## src/rtl/kpg_pkg.sv

```systemverilog
// ----------------------------------------------------------------------------
// kpg_pkg
// Shared types and constants for the Kronecker product gradient block.
// ----------------------------------------------------------------------------
package kpg_pkg;

    localparam int MAX_LEN_DEF   = 32;
    localparam int FRAC_BITS_DEF = 16;

    localparam int LEN_W  = 6;
    localparam int IDX_W  = 10;
    localparam int DATA_W = 32;
    localparam int POS_W  = 5;
    localparam int PROD_W = 64;

    typedef enum logic [1:0] {
        FN_LOAD_A  = 2'd0,
        FN_LOAD_B  = 2'd1,
        FN_LOAD_G  = 2'd2,
        FN_COMPUTE = 2'd3
    } func_t;

    typedef enum logic {
        REG_LENGTH_A = 1'b0,
        REG_LENGTH_B = 1'b1
    } reg_idx_t;

    // tag that travels with each multiply-accumulate term
    typedef struct packed {
        logic             first;
        logic             fin;
        logic             which;
        logic [POS_W-1:0] pos;
        logic             last;
    } tag_t;

endpackage

```

## src/rtl/kpg_mac.sv

```systemverilog
// ----------------------------------------------------------------------------
// kpg_mac
// Shared multiply-accumulate unit with shift and saturation on each sum.
// ----------------------------------------------------------------------------
module kpg_mac #(
    parameter int MAX_LEN   = kpg_pkg::MAX_LEN_DEF,
    parameter int FRAC_BITS = kpg_pkg::FRAC_BITS_DEF
) (
    input  logic                              clk,
    input  logic                              rst_n,
    input  logic                              issue_valid,
    input  kpg_pkg::tag_t                     issue_tag,
    input  logic signed [kpg_pkg::DATA_W-1:0] a_data,
    input  logic signed [kpg_pkg::DATA_W-1:0] b_data,
    input  logic signed [kpg_pkg::DATA_W-1:0] g_data,
    output logic                              strobe,
    output logic                              which,
    output logic [kpg_pkg::POS_W-1:0]         position,
    output logic signed [kpg_pkg::DATA_W-1:0] grad_value,
    output logic                              last
);

    localparam int ACC_W = kpg_pkg::PROD_W + $clog2(MAX_LEN) + 1;
    localparam int HI_W  = ACC_W - kpg_pkg::DATA_W + 1;

    logic                               v1_reg, v2_reg, v3_reg, strobe_reg;
    kpg_pkg::tag_t                      t1_reg, t2_reg, t3_reg;
    logic signed [kpg_pkg::PROD_W-1:0]  prod_reg;
    logic signed [ACC_W-1:0]            acc_reg, acc_next;
    logic signed [kpg_pkg::DATA_W-1:0]  operand;
    logic signed [ACC_W-1:0]            shifted;
    logic [HI_W-1:0]                    upper;
    logic signed [kpg_pkg::DATA_W-1:0]  sat_value;
    logic                               which_reg, last_reg;
    logic [kpg_pkg::POS_W-1:0]          pos_reg;
    logic signed [kpg_pkg::DATA_W-1:0]  value_reg;

    assign operand  = t1_reg.which ? a_data : b_data;
    assign acc_next = (t2_reg.first ? '0 : acc_reg)
                      + {{(ACC_W - kpg_pkg::PROD_W){prod_reg[kpg_pkg::PROD_W-1]}}, prod_reg};

    assign shifted = acc_reg >>> FRAC_BITS;
    assign upper   = shifted[ACC_W-1:kpg_pkg::DATA_W-1];

    always_comb
    begin
        if ((&upper) || !(|upper))
        begin
            sat_value = shifted[kpg_pkg::DATA_W-1:0];
        end
        else if (shifted[ACC_W-1])
        begin
            sat_value = {1'b1, {(kpg_pkg::DATA_W-1){1'b0}}};
        end
        else
        begin
            sat_value = {1'b0, {(kpg_pkg::DATA_W-1){1'b1}}};
        end
    end

    always_ff @(posedge clk or negedge rst_n)
    begin
        if (!rst_n)
        begin
            v1_reg     <= 1'b0;
            v2_reg     <= 1'b0;
            v3_reg     <= 1'b0;
            strobe_reg <= 1'b0;
            acc_reg    <= '0;
        end
        else
        begin
            v1_reg     <= issue_valid;
            v2_reg     <= v1_reg;
            v3_reg     <= v2_reg && t2_reg.fin;
            strobe_reg <= v3_reg;
            if (v2_reg)
            begin
                acc_reg <= acc_next;
            end
        end
    end

    always_ff @(posedge clk)
    begin
        t1_reg   <= issue_tag;
        t2_reg   <= t1_reg;
        t3_reg   <= t2_reg;
        prod_reg <= g_data * operand;
        if (v3_reg)
        begin
            which_reg <= t3_reg.which;
            pos_reg   <= t3_reg.pos;
            last_reg  <= t3_reg.last;
            value_reg <= sat_value;
        end
    end

    assign strobe     = strobe_reg;
    assign which      = which_reg;
    assign position   = pos_reg;
    assign grad_value = value_reg;
    assign last       = last_reg;

endmodule

```

## config.mk

```make
export PLATFORM = sky130hd
export DESIGN_NAME = kpg_mac
export DESIGN_NICKNAME = d
export VERILOG_FILES = /design/src/rtl/kpg_pkg.sv /design/src/rtl/kpg_mac.sv
export SDC_FILE = /design/constraint.sdc
export NUM_CORES = 2
export LEC_CHECK = 0
export BUFFER_PORTS_ARGS = -buffer_cell sky130_fd_sc_hd__buf_2
export CORE_UTILIZATION = 45
export DETAILED_ROUTE_END_ITERATION = 12
export PLACE_DENSITY_LB_ADDON = 0.2
export SYNTH_ARGS = -nofsm -noshare
export SYNTH_HDL_FRONTEND = slang
export SYNTH_SLANG_ARGS = --single-unit
```

## constraint.sdc

```tcl
create_clock -name clk -period 11.3 [get_ports clk]
set_input_delay 1.13 -clock clk [delete_from_list [all_inputs] [get_ports clk]]
set_output_delay 1.13 -clock clk [all_outputs]
set_load 0.05 [all_outputs]
```

# --- Word-level counts from Yosys, hierarchy flattened ---
# Index checks and enable logic that the tools add are counted.
word_totals:
  reg_bits: 202
  latchBits: 0
  mem_bits_rw: 0
  romBits: 0
  inputBits: 108
  word_cells: 34
  memories: 0
classes:
  addsub: 1
  mul: 1
  div_mod_pow: 0
  n_lt_le_gt_ge: 0
  n_eq_ne: 0
  n_shift: 0
  muxes: 4
  bitwise_logic: 0
  n_reduce_logical: 5
ops:
  columns: ["op", "count"]
  rows:
  - ["$mux 32", 3]
  - ["$add 70x70->70", 1]
  - ["$mux 70", 1]
  - ["$mul 32x32->64", 1]
  - ["$reduce_and 23->1", 1]
  - ["$reduce_or 23->1", 1]
  - ["$logic_and 1x1->1", 1]
  - ["$logic_not 1->1", 1]
  - ["$logic_or 1x1->1", 1]

# --- Depth between registers and ports, before layout ---
depth:
  word_depth: 4
  depth_mapped: 33
  depth_no_buf: 29

# --- Worst setup path before layout ---
# OpenSTA, ideal clock, no wires.
synth_path:
  path_type: "input to register"
  startpoint: "input a_data[2] (netlist bit)"
  endpoint: "register prod_reg[62] (netlist bit)"
  setup_ps: 123
  arrival_time_ps: 8728
  setup_slack_ps: 2450
  cell_stages: 27
  path_buffers: 1
  cell_sequence: "mux2_2 > clkbuf_1 > nand2_1 > inv_1 > fa_1 > fa_1 > fa_1 > fa_1 > inv_1 > fa_1 > inv_1 > fa_1 > inv_1 > fa_1 > inv_1 > fa_1 > ha_1 > a21o_1 > a21o_1 > nand2b_1 > a311o_1 > o2111ai_1 > and2_1 > o21ai_1 > a21oi_1 > o21ai_1 > xor2_1"
synth_via:
  elab_chain_len: 2
synth_rtl:
  columns: ["element", "line", "rtl"]
  rows:
  - ["start, declared", "kpg_mac.sv:13", "input logic signed [kpg_pkg::DATA_W-1:0] a_data,"]
  - ["$mux 32", "kpg_mac.sv:38", "assign operand = t1_reg.which ? a_data : b_data;"]
  - ["$mul 32x32->64", "kpg_mac.sv:89", "prod_reg <= g_data * operand;"]
  - ["end signal, assigned", "kpg_mac.sv:89", null]
  - ["end, declared", "kpg_mac.sv:28", "logic signed [kpg_pkg::PROD_W-1:0] prod_reg;"]
# Every way passes these cells.
# A chain may end at the register's enable or synchronous reset.

# --- Final worst setup path ---
layout_path:
  startpoint: "register t1_reg[6] (netlist bit)"
  endpoint: "register prod_reg[62] (netlist bit)"
layout_via:
  elab_chain_len: 2
layout_rtl:
  columns: ["element", "line", "rtl"]
  rows:
  - ["start, declared", "kpg_mac.sv:27", "kpg_pkg::tag_t t1_reg, t2_reg, t3_reg;"]
  - ["start signal, assigned", "kpg_mac.sv:86", "t1_reg <= issue_tag;"]
  - ["$mux 32", "kpg_mac.sv:38", null]
  - ["$mul 32x32->64", "kpg_mac.sv:89", null]
# Every way passes these cells.

==> results.cfg <==
[finish]
drive_gt1_share_pct = 6.57
area_growth_pct = 5.19
nets = 6349
fin_area_um2 = 49500
fillers = 9917
final_cells = 6301
largest_register_ffs = 70
layout.area.seq_um2 = 4810
layout_common_cells = 1083 x fa_1, 1013 x inv_1, 577 x nand2_1
multi_input_area_um2 = 37500
layout_commonest_cell = fa_1

[clock_network]
cts_resized = 0
ctsLongestPathBuffers = 3
htreeDepth = 1
clk_latency_ps = 530
cts_setup_buffers = 0
cts.sink_count = 202
ctsHoldBuffers = 0
clk_pin_slew_ps = 60
cts_buffers = 20
cts_tree = built
clockRootBuffer = clkbuf_16

[sta]
maxSlewHeadroom_pct = 16.8
max_clock_freq_ghz = 0.105
slew_violations = 0
period_share_pct = 84.4
finalClockSkew_ps = 31.7
rsz0062_at_grt = no
worstMarginPinSlew_ps = 1240
hold_viol_final = 0
finalSetupViolations = 0
finalCriticalPeriod_ps = 9540
setup_tns_ps = 0

[synth]
syn_inst = 4982
synth_edf_count = 39
yosysUniqueCellTypes = 81
syn_avg_cell_area_um2 = 9.44
ys_async_sr_fraction_pct = 36.6
yosysWarnings = 0
yosysSeqAreaShare_pct = 10.2
syn-cell-area_um2 = 47000
synth_nets = 6426
synth-seq-cells = 202
synth_flop_cell = dfxtp_1

[worst_setup_path]
crit_fanout = 26
critical_path_arrival_ps = 9940
critPathLaunchType = flop
worst_ep_required_time_ps = 11700
crit_type = reg -> reg
crit_path_end_kind = flop

[floorplanning]
num_rows = 118
core_um2 = 104000
start_util_pct = 45.4
io-pin-count = 148
die_x_um = 325
die_h_um = 325
die-area_um2 = 106000

[place]
place_area_um2 = 48800
numPortBuffers = 147
dp_hpwl_um = 104000
placed_cells = 6263
gp_congestion = 0.944

[global_route]
grt_use_total_pct = 26.1
use_met2_pct = 41.9
grt_pass1_vias = 36100
grt_max_degree = 85
grt.busiest_layer = met2
grt_use_met1_pct = 37.7
grt_pass1_wl_um = 213000
use_met3_pct = 3.96
overflow = 0
antenna_found_initial = 5

[min_path]
hp-class = reg -> reg

[routing]
drt_first_pass_iters = 5
ant_nets = 0
via_count = 33500
wl_per_cell_um = 21.3
avgViaCountPerCell = 5.31
drc_errors = 0
drt-total-wl_um = 134000
drt_iter0_markers = 2385

[flow_run]
max_cap_violations = 0

[outcome]
outcome = finished, final reports clean
path summary, 6_finish.rpt:
| kind | from | to | slack, ps | depth (start not counted) |
|---|---|---|---|---|
| max | t1_reg[6] | prod_reg[62] | 1760 | 26 |
| min | t2_reg[1] | t3_reg[1] | 330 | 0 |
| max reg2reg | t1_reg[6] | prod_reg[62] | 1760 | 26 |
| min reg2reg | t2_reg[1] | t3_reg[1] | 330 | 0 |
| max in group asynchronous | rst_n | v2_reg | 9700 | 2 |
| min in group asynchronous | rst_n | acc_reg[8] | 490 | 1 |
final cells by class:
cell class / instances / area share [%]
multi-input cells: 3486 / 75.7
diodes: 2 / 0.0101
well taps: 1380 / 3.49
clock buffers: 23 / 1.03
flip-flops and latches: 202 / 9.73
inverters: 1014 / 7.69
repair buffers: 181 / 2.01
clock inverters: 13 / 0.314
routing by layer:
layer	routed length [µm]	share of wire [%]
met1	60300	45
met2	61300	46
met3	10300	7.7
met4	2570	1.9
met5	0	0
critical path, stage by stage (launching register included):
cell	delay, ps
dfxtp_4	820
mux2_2	790
nand2_1	250
fa_1	660
fa_1	480
inv_1	80
fa_1	450
fa_1	890
inv_1	440
fa_1	600
inv_1	60
fa_1	520
inv_1	50
fa_1	470
inv_1	50
fa_1	450
ha_1	350
a21o_1	180
a21o_1	200
nand2b_1	170
a311o_1	290
o2111ai_1	330
and2_1	220
o21ai_1	80
a21oi_1	230
o21ai_1	100
xor2_1	140
synth_stat cells (9+ instances only):
cell      number  share of area [%]
edfxtp_1      39                2.5
nor2_1       127                1.0
clkbuf_1     258                2.1
a21oi_1      133                1.4
a31oi_1       21               0.28
and3_1        13               0.17
nand2_1      577                4.6
inv_1       1013                8.1
mux2_2        54                1.3
nand2b_1      30               0.40
mux2i_1       13               0.28
fa_1        1083                 46
o21ai_0      112                1.2
and2_1       283                3.8
xor2_1        50               0.93
nor2b_1      291                3.9
nor3_1        15               0.16
ha_1         253                6.7
a211oi_1       9               0.14
nand3_1       28               0.30
o21bai_1      27               0.43
dfrtp_1       74                3.9
o21ai_1       21               0.22
dfxtp_1       89                3.8
a21o_1        95                1.5
nor4_1        11               0.15
nand4_1       40               0.53
buf_2         13               0.14
xnor2_1       85                1.6
stage by stage:
step / hold slack (ps) / worst slack [ps] / utilization (%)
4_1_cts: 328 / 1720 / 47.7
3_3_place_gp: 311 / 1580 / 47.1
5_1_grt: 334 / 1290 / 47.7
6_report: 328 / 1760 / 47.7
3_5_place_dp: 313 / 1510 / 47.1
2_1_floorplan: 310 / 2450 / -
kinds of logic (layout without fill, tap and decap cells):
family	after synthesis	count (layout)	share of synthesized area (%)
compound gates	505	505	7.07
xor+xnor	135	135	2.51
fa+ha+maj	1336	1336	52.8
buf+inv	1294	1231	10.4
flops	202	202	10.2
mux	69	69	1.63
other cells	0	2	0
simple gates	1441	1441	15.4
Power is not shown: default switching activity piles up to over one toggle a cycle in this logic, so the estimate is an artifact.
