===== config.mk =====
export PLATFORM = sky130hd
export DESIGN_NAME = kpg_seq
export DESIGN_NICKNAME = d
export VERILOG_FILES = /design/src/rtl/kpg_pkg.sv /design/src/rtl/kpg_seq.sv
export SDC_FILE = /design/constraint.sdc
export NUM_CORES = 1
export LEC_CHECK = 0
export BUFFER_PORTS_ARGS = -buffer_cell sky130_fd_sc_hd__buf_2
export CAP_MARGIN = 0
export CELL_PAD_IN_SITES_DETAIL_PLACEMENT = 0
export CELL_PAD_IN_SITES_GLOBAL_PLACEMENT = 1
export CORE_MARGIN = 2
export CORE_UTILIZATION = 41
export DETAILED_ROUTE_END_ITERATION = 10
export PLACE_DENSITY = 0.81
export SYNTH_ARGS = -nofsm -noshare
export SYNTH_HDL_FRONTEND = slang
export SYNTH_SLANG_ARGS = --single-unit

===== constraint.sdc =====
create_clock -name clk -period 3.7 [get_ports clk]
set_input_delay 0.74 -clock clk [delete_from_list [all_inputs] [get_ports clk]]
set_output_delay 0.74 -clock clk [all_outputs]
set_load 0.005 [all_outputs]

===== src/rtl/kpg_pkg.sv =====
// ----------------------------------------------------------------------------
// kpg_pkg
// Shared types and constants for the Kronecker product gradient block.
// ----------------------------------------------------------------------------
package kpg_pkg;

    localparam int MAX_LEN_DEF   = 32;
    localparam int FRAC_BITS_DEF = 16;

    localparam int LEN_W  = 6;
    localparam int IDX_W  = 10;
    localparam int DATA_W = 32;
    localparam int POS_W  = 5;
    localparam int PROD_W = 64;

    typedef enum logic [1:0] {
        FN_LOAD_A  = 2'd0,
        FN_LOAD_B  = 2'd1,
        FN_LOAD_G  = 2'd2,
        FN_COMPUTE = 2'd3
    } func_t;

    typedef enum logic {
        REG_LENGTH_A = 1'b0,
        REG_LENGTH_B = 1'b1
    } reg_idx_t;

    // tag that travels with each multiply-accumulate term
    typedef struct packed {
        logic             first;
        logic             fin;
        logic             which;
        logic [POS_W-1:0] pos;
        logic             last;
    } tag_t;

endpackage


===== src/rtl/kpg_seq.sv =====
// ----------------------------------------------------------------------------
// kpg_seq
// Sequencer: walks grad_a rows, then grad_b columns, one term per cycle.
// ----------------------------------------------------------------------------
module kpg_seq #(
    parameter int MAX_LEN = kpg_pkg::MAX_LEN_DEF,
    localparam int AW = (MAX_LEN > 1) ? $clog2(MAX_LEN) : 1,
    localparam int GW = (MAX_LEN > 1) ? $clog2(MAX_LEN * MAX_LEN) : 1
) (
    input  logic                       clk,
    input  logic                       rst_n,
    input  logic                       go,
    input  logic [kpg_pkg::LEN_W-1:0]  len_a,
    input  logic [kpg_pkg::LEN_W-1:0]  len_b,
    input  logic                       final_out,
    output logic                       busy,
    output logic                       issue_valid,
    output kpg_pkg::tag_t              issue_tag,
    output logic [AW-1:0]              a_addr,
    output logic [AW-1:0]              b_addr,
    output logic [GW-1:0]              g_addr
);

    typedef enum logic [3:0] {
        S_IDLE  = 4'b0001,
        S_ROWS  = 4'b0010,
        S_COLS  = 4'b0100,
        S_DRAIN = 4'b1000
    } state_t;

    state_t                    state_reg, state_next;
    logic [kpg_pkg::LEN_W-1:0] i_reg, i_next;
    logic [kpg_pkg::LEN_W-1:0] j_reg, j_next;
    logic [GW-1:0]             flat_reg, flat_next;

    logic i_end;
    logic j_end;

    assign i_end = (i_reg == len_a - kpg_pkg::LEN_W'(1));
    assign j_end = (j_reg == len_b - kpg_pkg::LEN_W'(1));

    always_comb
    begin
        state_next = state_reg;
        i_next     = i_reg;
        j_next     = j_reg;
        flat_next  = flat_reg;
        unique case (state_reg)
            S_IDLE:
            begin
                if (go)
                begin
                    state_next = S_ROWS;
                    i_next     = '0;
                    j_next     = '0;
                    flat_next  = '0;
                end
            end
            S_ROWS:
            begin
                if (j_end)
                begin
                    j_next = '0;
                    if (i_end)
                    begin
                        state_next = S_COLS;
                        i_next     = '0;
                        flat_next  = '0;
                    end
                    else
                    begin
                        i_next    = i_reg + kpg_pkg::LEN_W'(1);
                        flat_next = flat_reg + GW'(1);
                    end
                end
                else
                begin
                    j_next    = j_reg + kpg_pkg::LEN_W'(1);
                    flat_next = flat_reg + GW'(1);
                end
            end
            S_COLS:
            begin
                if (i_end)
                begin
                    i_next = '0;
                    if (j_end)
                    begin
                        state_next = S_DRAIN;
                    end
                    else
                    begin
                        j_next    = j_reg + kpg_pkg::LEN_W'(1);
                        flat_next = GW'(j_reg + kpg_pkg::LEN_W'(1));
                    end
                end
                else
                begin
                    i_next    = i_reg + kpg_pkg::LEN_W'(1);
                    flat_next = flat_reg + GW'(len_b);
                end
            end
            S_DRAIN:
            begin
                if (final_out)
                begin
                    state_next = S_IDLE;
                end
            end
            default:
            begin
                state_next = S_IDLE;
            end
        endcase
    end

    always_ff @(posedge clk or negedge rst_n)
    begin
        if (!rst_n)
        begin
            state_reg <= S_IDLE;
            i_reg     <= '0;
            j_reg     <= '0;
            flat_reg  <= '0;
        end
        else
        begin
            state_reg <= state_next;
            i_reg     <= i_next;
            j_reg     <= j_next;
            flat_reg  <= flat_next;
        end
    end

    assign busy        = (state_reg != S_IDLE);
    assign issue_valid = (state_reg == S_ROWS) || (state_reg == S_COLS);
    assign a_addr      = i_reg[AW-1:0];
    assign b_addr      = j_reg[AW-1:0];
    assign g_addr      = flat_reg;

    always_comb
    begin
        if (state_reg == S_COLS)
        begin
            issue_tag.first = (i_reg == '0);
            issue_tag.fin   = i_end;
            issue_tag.which = 1'b1;
            issue_tag.pos   = j_reg[kpg_pkg::POS_W-1:0];
            issue_tag.last  = i_end && j_end;
        end
        else
        begin
            issue_tag.first = (j_reg == '0);
            issue_tag.fin   = j_end;
            issue_tag.which = 1'b0;
            issue_tag.pos   = i_reg[kpg_pkg::POS_W-1:0];
            issue_tag.last  = 1'b0;
        end
    end

endmodule


# == After elaboration in Yosys (flattened, before gate mapping) ==
# Cells that the tools add are included.
# classes
add_sub_neg,7
n_mul,0
eq_ne,15
reduce_logical,9
div,0
magnitude_cmp,0
mux,22
n_bitwise,0
shift,0
# ops
op,count
$mux 10,5
$mux 6,6
$pmux 6 s3,2
$pmux 10 s3,1
$mux 4,6
$pmux 4 s4,1
$ne 2x2->1 const B,7
$add 6x1->6 const B,2
$eq 6x6->1,2
$logic_not 6->1,2
$sub 6x1->6 const B,2
$add 10x1->10 const B,1
$add 10x6->10,1
$mux 9,1
$add 6x1->7 const B,1
$reduce_and 3->1,2
$reduce_and 6->1,1
$eq 4x1->1 const B,1
$eq 4x2->1 const B,1
$eq 4x3->1 const B,1
$eq 4x4->1 const B,1
$ne 4x1->1 const B,1
$reduce_and 4->1,1
$ne 3x3->1 const B,1
3 further kinds,3
# word_totals
latchBits,0
mem_bits_rw,0
romBits,0
in_bits,16
out_inout_bits,31
mem_count,0
wordCells,57
register_bits,26

# == Depth between registers and ports, before layout ==
# Gate-level depths: netlist (run 1).
# depth
depth_word,5
mapped_depth,11

# == Worst setup path after synthesis (run 1) ==
# Ideal clock, no wire load.
# synth_timing
path_type,input-to-output
start,input port len_a[1] (netlist name)
end,output port issue_tag[7] (netlist name)
path_slack_ns,0.509
path_stages,8
t_required_ns,2.960
n_path_buf,2
arrival_time_ns,2.451
cell_sequence,or3_1 > xnor2_1 > or4_1 > clkbuf_2 > nor2_1 > clkbuf_1 > nand2_1 > o21ai_0
# synth_lines
item,line_no,source
start: declaration,kpg_seq.sv:13,"input logic [kpg_pkg::LEN_W-1:0] len_a,"
end: declaration,kpg_seq.sv:18,"output kpg_pkg::tag_t issue_tag,"

==> flow_summary.json, run 1 <==
{
  "status": "complete, no violations",
  "synth-seq-cells": 26,
  "clkTransAtPathRegs_ns": 0.10,
  "largest_reg_flops": 10,
  "initial_core_util": 0.428,
  "regToRegSetupSlack_ns": 0.97,
  "cts_buffers": 3,
  "dp_hpwl_um": 5150,
  "nNetsFinal": 386,
  "critPathKind": "primary input to primary output",
  "synth_area_leaders": "dfrtp_1, ha_1, o21ai_0, nand2_1, xnor2_1",
  "r2r_cells": 8,
  "synthArstFlopShare": 1.00,
  "cp.arrival_ns": 2.70,
  "fp.dieH_um": 82.8,
  "synth_nets": 357,
  "cp_max_fo": 7,
  "synth_edf_count": 0,
  "area_growth_syn_to_layout_pct": 9.68,
  "ys_seq_area_frac": 0.256,
  "core_area_sq_um": 5960,
  "diodes": 0,
  "grt_usage": 0.193,
  "fin_skew_ns": 0.00608,
  "drv_slew": 0,
  "startpoint_type": "primary input",
  "design.portCount": 47,
  "fillers": 627,
  "fin_setup_tns_ns": 0,
  "required_ns": 2.96,
  "dr.first_iter.drc_count": 173,
  "ctsHoldBuffers": 0,
  "yosysWarnings": 0,
  "die_area_sq_um": 6860,
  "drc": 0,
  "synth_top_cell_by_area": "dfrtp_1",
  "fmax_mhz": 291,
  "cts.sinks": 26,
  "gp_congestion": 0.872,
  "grt.overflow.total": 0,
  "hold_violations": 0,
  "rows": 28,
  "reg2reg_to": "g_addr[3]",
  "avgViaCountPerCell": 5.63,
  "ir_worst_vdd_mv": 0.203,
  "insertion_delay_ns": 0.28,
  "p_per_area_nw_per_um2": 380,
  "die_x_um": 82.8,
  "period_minus_slack_ns": 3.44,
  "grt_first_pass_wirelength_um": 11200,
  "synth_top_area_share": 0.246,
  "syn-instance-count": 327,
  "drive_gt1_frac": 0.200,
  "cap_violations": 0,
  "wirelength_um": 6610,
  "wl_met1_um": 3220,
  "topRoutingLayerUsed": "met4",
  "worst_pin_slew_ns": 0.807,
  "tritoncts": "built",
  "rsz0062_at_grt": "false",
  "first_global_vias": 2324,
  "htreeDepth": 1,
  "postLayoutCoreUtil": 0.469,
  "drt_first_pass_iters": 4,
  "cts_resized": 0,
  "grt_start_max_net_pins": 27,
  "r2r_start": "i_reg[3]",
  "endpoint_kind": "primary output",
  "antenna_found_initial": 0,
  "ys_types": 61,
  "cts.path.max_buffers": 2,
  "postCtsSetupBuffers": 0,
  "synth_area_sq_um": 2550,
  "io_buffers": 46,
  "dr_wl_met3_um": 270,
  "hp-class": "primary input to asynchronous set/reset pin",
  "wl_met2_um": 3080,
  "wire_per_inst_um": 15.4,
  "slew_headroom": 0.454,
  "avgSynthCellArea_sq_um": 7.79,
  "cts-root-buf": "clkbuf_8",
  "dr_total_vias": 2422,
  "period_share": 0.930,
  "ys.flop_type": "dfrtp_1",
  "ant_nets": 0,
  "setup-violations-final": 0,
  "leakage_nw": 1.27
}
power breakdown:
part	total [mW]	internal [mW]	switching [mW]
Combinational	0.465	0.194	0.271
Sequential	0.400	0.323	0.0762
Clock	0.196	0.0955	0.101
Total	1.06	0.614	0.448
routing by layer:
layer | track usage | up-vias
met3 | 0.0318 | 4
met4 | 0.0343 | 0
met5 | 0 | -
met1 | 0.274 | 1151
li1 | - | 1214
met2 | 0.312 | 53
layout make-up:
cell class	instances	area [sq um]	area share
clock buffers	4	55.1	0.0197
repair buffers	53	283	0.101
well taps	75	93.8	0.0336
inverters	21	78.8	0.0282
multi-input cells	251	1630	0.584
flip-flops and latches	26	652	0.233
critical path, cell delays in order:
cell and delay (ns):
buf_2 0.10, or3_1 0.43, xnor2_1 0.15, or4_1 0.63, or2_1 0.35, nor2_1 0.16, buf_2 0.14
cell usage after synthesis (2+ instances only):
| master | instances |
|---|---|
| and2_1 | 2 |
| a31oi_1 | 5 |
| o31ai_1 | 3 |
| xor2_1 | 4 |
| buf_6 | 4 |
| nor2_1 | 28 |
| and2_2 | 2 |
| nand2b_1 | 2 |
| o211ai_1 | 2 |
| o21ai_0 | 29 |
| a211o_1 | 2 |
| buf_4 | 12 |
| dfrtp_1 | 25 |
| nand3_1 | 14 |
| or4_1 | 2 |
| a21o_1 | 2 |
| mux2i_1 | 4 |
| a22o_1 | 4 |
| o32a_1 | 2 |
| o311ai_0 | 2 |
| o22ai_1 | 5 |
| a32oi_1 | 3 |
| a21oi_1 | 16 |
| nand3b_1 | 5 |
| a21bo_2 | 2 |
| nor2b_1 | 8 |
| inv_1 | 20 |
| xnor2_1 | 14 |
| or3_1 | 5 |
| ha_1 | 13 |
| nor4_1 | 4 |
| clkbuf_1 | 12 |
| nor3_1 | 9 |
| nand2_1 | 34 |
worst max-delay path by stage:
stage | from | to | slack (ns) | depth (start not counted)
detailed placement | len_a[1] | issue_tag[0] | 0.28 | 7
finish | len_a[1] | issue_tag[0] | 0.26 | 7
global placement | len_b[0] | issue_tag[7] | 0.29 | 7
CTS | len_a[1] | issue_tag[0] | 0.28 | 7
global route | len_b[0] | issue_tag[7] | 0.24 | 7
floorplan | len_a[1] | issue_tag[7] | 0.51 | 8
logic make-up (layout without fill, tap and decap cells):
group	count (synthesis)	count (layout)	synth area share
DFF	26	26	0.256
muxes	5	5	0.0201
AOI/OAI and AO/OA	92	92	0.251
buffers and inverters	50	78	0.104
adders and majority gates	14	14	0.0717
and+or+nand+nor	122	122	0.236
xor gates and xnor gates	18	18	0.0619
cells in the final DEF, fill, tap and decap left out, drive strengths merged, types with 5 or more instances in the layout:
cell	count
buf	53
nand2	35
o21ai	29
nor2	28
dfrtp	25
inv	21
a21oi	17
xnor2	14
nand3	14
ha	13
nor3	9
nor2b	8
or3	6
nand3b	5
a31oi	5
o22ai	5
through the flow:
stage               cells  power, mW  instance area [sq um]  worst slack [ns]  hold WS (ns)
floorplan             327      0.738                   2550             0.509         0.444
global placement      426      0.870                   2740             0.286         0.556
detailed placement    426      0.873                   2740             0.284         0.562
CTS                   430       1.07                   2790             0.278         0.480
global route          430       1.15                   2790             0.237         0.503
finish                430       1.06                   2790             0.258         0.455
Power figures use the tool's default switching activity.
==> inputs of run 2 (changes only) <==
--- a/config.mk
+++ b/config.mk
@@ -12,7 +12,8 @@
 export CORE_MARGIN = 2
 export CORE_UTILIZATION = 41
 export DETAILED_ROUTE_END_ITERATION = 10
-export PLACE_DENSITY = 0.81
+export GPL_ROUTABILITY_DRIVEN = 0
+export PLACE_DENSITY = 0.84
 export SYNTH_ARGS = -nofsm -noshare
 export SYNTH_HDL_FRONTEND = slang
 export SYNTH_SLANG_ARGS = --single-unit
==> run 2 against run 1 <==
Die area stayed put. Register-to-register slack about the same. Critical path depth unchanged. Total power fell by 2.3%. Flip-flop and latch count unchanged. Clock-buffer cell count unchanged. Cell area fell by 0.63%. Hold slack better by 0.0066 ns. Setup slack improved by 0.0054 ns. Fmax grew 0.16%. Critical path type unchanged. Largest power group unchanged.
==> flow_summary.json, run 2 (same netlist as run 1, synthesis figures left out) <==
{
  "status": "complete, no violations",
  "hold_violations": 0,
  "reg2reg_to": "state_reg[2]",
  "drv_slew": 0,
  "cts-root-buf": "clkbuf_8",
  "initial_core_util": 0.428,
  "rsz0062_at_grt": "false",
  "grt_first_pass_wirelength_um": 11000,
  "fmax_mhz": 291,
  "dr.first_iter.drc_count": 154,
  "endpoint_kind": "primary output",
  "fp.dieH_um": 82.8,
  "final.setup.worst_slack_ns": 0.263,
  "htreeDepth": 1,
  "crit_top_cell": "buf_2",
  "grt.overflow.total": 0,
  "cp_slowest_cell": "or4_1",
  "die_x_um": 82.8,
  "clkTransAtPathRegs_ns": 0.09,
  "period_share": 0.929,
  "cap_violations": 0,
  "startpoint_type": "primary input",
  "required_ns": 2.96,
  "power.total_mw": 1.04,
  "antenna_found_initial": 0,
  "area_growth_syn_to_layout_pct": 8.99,
  "grt_start_max_net_pins": 27,
  "io_buffers": 46,
  "final_cell_mix": "buf_2, nand2_1, o21ai_0",
  "cts.sinks": 26,
  "wire_per_inst_um": 15.1,
  "dr_total_vias": 2401,
  "wirelength_um": 6500,
  "drive_gt1_frac": 0.195,
  "critPathKind": "primary input to primary output",
  "ant_nets": 0,
  "worst_pin_slew_ns": 0.756,
  "cts_resized": 0,
  "first_global_vias": 2201,
  "grt_usage": 0.191,
  "placed_area_sq_um": 2730,
  "design.portCount": 47,
  "tritoncts": "built",
  "nNetsFinal": 385,
  "regToRegSetupSlack_ns": 0.96,
  "place_ws_ns": 0.289,
  "core_area_sq_um": 5960,
  "cp_max_fo": 5,
  "path_buf_inv": 2,
  "largest_reg_flops": 10,
  "design_area_sq_um": 2780,
  "r2r_cells": 8,
  "avgViaCountPerCell": 5.60,
  "p_per_area_nw_per_um2": 374,
  "final_common_cell": "buf_2",
  "diodes": 0,
  "cp.arrival_ns": 2.70,
  "leakage_nw": 1.26,
  "ir_worst_vdd_mv": 0.216,
  "fin_skew_ns": 0.00762,
  "fin_setup_tns_ns": 0,
  "postCtsSetupBuffers": 0,
  "drt_first_pass_iters": 4,
  "crit_chain": "buf_2, or4_1, or3_4, a2111oi_4, nand2_2, o21ai_0, buf_2",
  "postLayoutCoreUtil": 0.466,
  "die_area_sq_um": 6860,
  "dp_hpwl_um": 4930,
  "insertion_delay_ns": 0.29,
  "max_stage_delay_ns": 0.54,
  "cts_buffers": 3,
  "rows": 28,
  "period_minus_slack_ns": 3.44,
  "setup-violations-final": 0,
  "cts.path.max_buffers": 2,
  "slew_headroom": 0.489,
  "r2r_start": "i_reg[3]",
  "ctsHoldBuffers": 0,
  "drc": 0,
  "hp-class": "primary input to asynchronous set/reset pin",
  "cpLargestDelayFamily": "simple AND/OR/NAND/NOR gates"
}
==> run 2: worst max-delay path by stage <==
stage / cells past startpoint / slack [ns] / start / to
after floorplan: 8 / 0.51 / len_a[1] / issue_tag[7]
after global placement: 7 / 0.28 / len_b[0] / issue_tag[7]
after detailed placement: 7 / 0.29 / len_a[1] / issue_tag[0]
after CTS: 7 / 0.29 / len_a[1] / issue_tag[0]
after global routing: 7 / 0.16 / len_b[0] / issue_tag[7]
final: 7 / 0.26 / len_b[0] / issue_tag[7]
==> run 2: final cells by class <==
class | count | area, sq um
clock buffers | 4 | 45.0
fillers | 636 | 3180
inverters | 21 | 78.8
multi-input cells | 251 | 1630
flip-flops and latches | 26 | 652
well taps | 75 | 93.8
repair buffers | 52 | 275
==> run 2: per-stage QoR <==
step,std cells,hold WS (ns)
finish,429,0.461
global route,429,0.497
floorplan,327,0.444
detailed placement,425,0.559
global placement,425,0.556
CTS,429,0.479
==> run 2: layer usage <==
metal,part of all wire,GRT usage
met5,0,0
met4,0.010,0.0358
met3,0.046,0.0298
met2,0.46,0.312
met1,0.48,0.271
==> run 2: where the power goes <==
part	internal [mW]	switching [mW]	total (mW)	leakage, nW
sequential	0.323	0.0759	0.399	0.354
clock	0.0776	0.101	0.178	0.0228
combinational	0.195	0.264	0.459	0.882
total	0.596	0.441	1.04	1.26
==> inputs of run 3 (changes only) <==
--- a/config.mk
+++ b/config.mk
@@ -14,6 +14,7 @@
 export DETAILED_ROUTE_END_ITERATION = 10
 export GPL_ROUTABILITY_DRIVEN = 0
 export PLACE_DENSITY = 0.84
+export RECOVER_POWER = 50
 export SYNTH_ARGS = -nofsm -noshare
 export SYNTH_HDL_FRONTEND = slang
 export SYNTH_SLANG_ARGS = --single-unit
==> run 3 against run 2 <==
The run now ends with capacitance limit, slew limit left. Clock-buffer cell count stayed put. Combinational power hardly changed. Cell area shrank 0.18%. Largest cell class unchanged.
==> flow_summary.json, run 3 (same netlist as run 1, synthesis figures left out) <==
{
  "status": "finished with violations",
  "violations": "capacitance limit, slew limit",
  "ctsHoldBuffers": 0,
  "power_frac_comb": 0.442,
  "first_global_vias": 2201,
  "dr.first_iter.drc_count": 154,
  "largest_reg_flops": 10,
  "postCtsSetupBuffers": 0,
  "fillers": 637,
  "cts_buffers": 3,
  "multiInputGateArea_sq_um": 1630,
  "crit_chain": "buf_2, or4_1, or3_4, a2111oi_4, nand2_2, o21ai_0, buf_2",
  "p_per_area_nw_per_um2": 373,
  "fmax_mhz": 291,
  "grt_usage": 0.191,
  "final_cell_mix": "buf_2, nand2_1, o21ai_0",
  "endpoint_kind": "primary output",
  "core_area_sq_um": 5960,
  "fin_skew_ns": 0.00750,
  "worst_pin_slew_ns": 1.50,
  "ir_worst_vdd_mv": 0.216,
  "io_buffers": 46,
  "antenna_found_initial": 0,
  "seq_area_sq_um": 652,
  "gr-usage-met3": 0.0298,
  "max_stage_delay_ns": 0.54,
  "area_growth_syn_to_layout_pct": 8.80,
  "cts-root-buf": "clkbuf_8",
  "crit_top_cell": "buf_2",
  "htreeDepth": 1,
  "period_minus_slack_ns": 3.44,
  "fin_setup_tns_ns": 0,
  "power_frac_seq": 0.387,
  "nNetsFinal": 385,
  "diodes": 0,
  "drv_slew": 26,
  "wirelength_um": 6490,
  "power_frac_clock": 0.171,
  "cap_violations": 1,
  "critPathKind": "primary input to primary output",
  "drt_first_pass_iters": 5,
  "die_area_sq_um": 6860,
  "leakage_nw": 1.24,
  "drc": 0,
  "design.portCount": 47,
  "cts.sinks": 26,
  "grt_first_pass_wirelength_um": 11000,
  "cp.arrival_ns": 2.70,
  "ant_nets": 0,
  "cp_slowest_cell": "or4_1",
  "hold_violations": 0,
  "period_share": 0.929,
  "power.switching_uw": 440,
  "busiest_layer": "met2",
  "tritoncts": "built",
  "cts_resized": 0,
  "final_common_cell": "buf_2",
  "initial_core_util": 0.428,
  "power.total_mw": 1.03,
  "power.internal_uw": 593,
  "postLayoutCoreUtil": 0.465,
  "cts.path.max_buffers": 2,
  "rsz0062_at_grt": "false",
  "use_met1": 0.271,
  "dp_hpwl_um": 4930,
  "die_x_um": 82.8,
  "rows": 28,
  "dr_total_vias": 2401,
  "clkTransAtPathRegs_ns": 0.09,
  "wire_per_inst_um": 15.1,
  "setup-violations-final": 0,
  "drive_gt1_frac": 0.184,
  "met2_usage": 0.312,
  "slew_headroom": -0.00123,
  "grt.overflow.total": 0,
  "cp_max_fo": 5,
  "grt_start_max_net_pins": 27,
  "hp-class": "flip-flop to flip-flop",
  "avgViaCountPerCell": 5.60,
  "fp.dieH_um": 82.8,
  "switching_share": 0.426,
  "required_ns": 2.96,
  "insertion_delay_ns": 0.28,
  "startpoint_type": "primary input"
}
==> run 3: path summary, 6_finish.rpt <==
path | end | slack, ns | startpoint | depth (start not counted)
worst min register to register | g_addr[8] | 0.57 | g_addr[8] | 1
worst max-delay path | issue_tag[7] | 0.26 | len_b[0] | 7
max in group asynchronous | i_reg[1] | 2.02 | rst_n | 1
worst max register to register | state_reg[2] | 0.97 | i_reg[3] | 8
worst min-delay path | g_addr[8] | 0.57 | g_addr[8] | 1
min in group asynchronous | i_reg[2] | 0.80 | rst_n | 1
==> run 3: final cells by class <==
type	instances	share of cell area
repair buffers	52	0.0976
well taps	75	0.0339
flip-flops and latches	26	0.235
multi-input cells	251	0.589
inverters	21	0.0285
clock buffers	4	0.0163
==> run 3: per-layer routing <==
layer	wire length, um	vias to the layer above
met5	0	-
met2	2990	59
met3	298	6
met1	3140	1122
li1	-	1214
met4	65	0
==> run 3: power groups by stage <==
stage / sequential (mW) / clock [mW] / combinational (mW)
after floorplan: 0.362 / 0 / 0.376
after global placement: 0.405 / 0 / 0.458
after detailed placement: 0.405 / 0 / 0.461
after CTS: 0.399 / 0.179 / 0.463
after global routing: 0.412 / 0.191 / 0.518
final: 0.400 / 0.177 / 0.457
==> run 3: critical path: cells and delay by family <==
| family | cells | cell delay, ns |
|---|---|---|
| AOI/OAI and AO/OA | 2 | 0.68 |
| and+or+nand+nor | 3 | 0.99 |
| buffers and inverters | 2 | 0.29 |
==> run 3: through the flow <==
stage / cells / setup slack [ns] / hold WS [ns] / area [sq um]
after floorplan: 327 / 0.509 / 0.444 / 2550
after global placement: 425 / 0.285 / 0.556 / 2730
after detailed placement: 425 / 0.289 / 0.559 / 2730
after CTS: 429 / 0.289 / 0.479 / 2780
after global routing: 429 / 0.165 / 0.604 / 2770
final: 429 / 0.263 / 0.569 / 2770
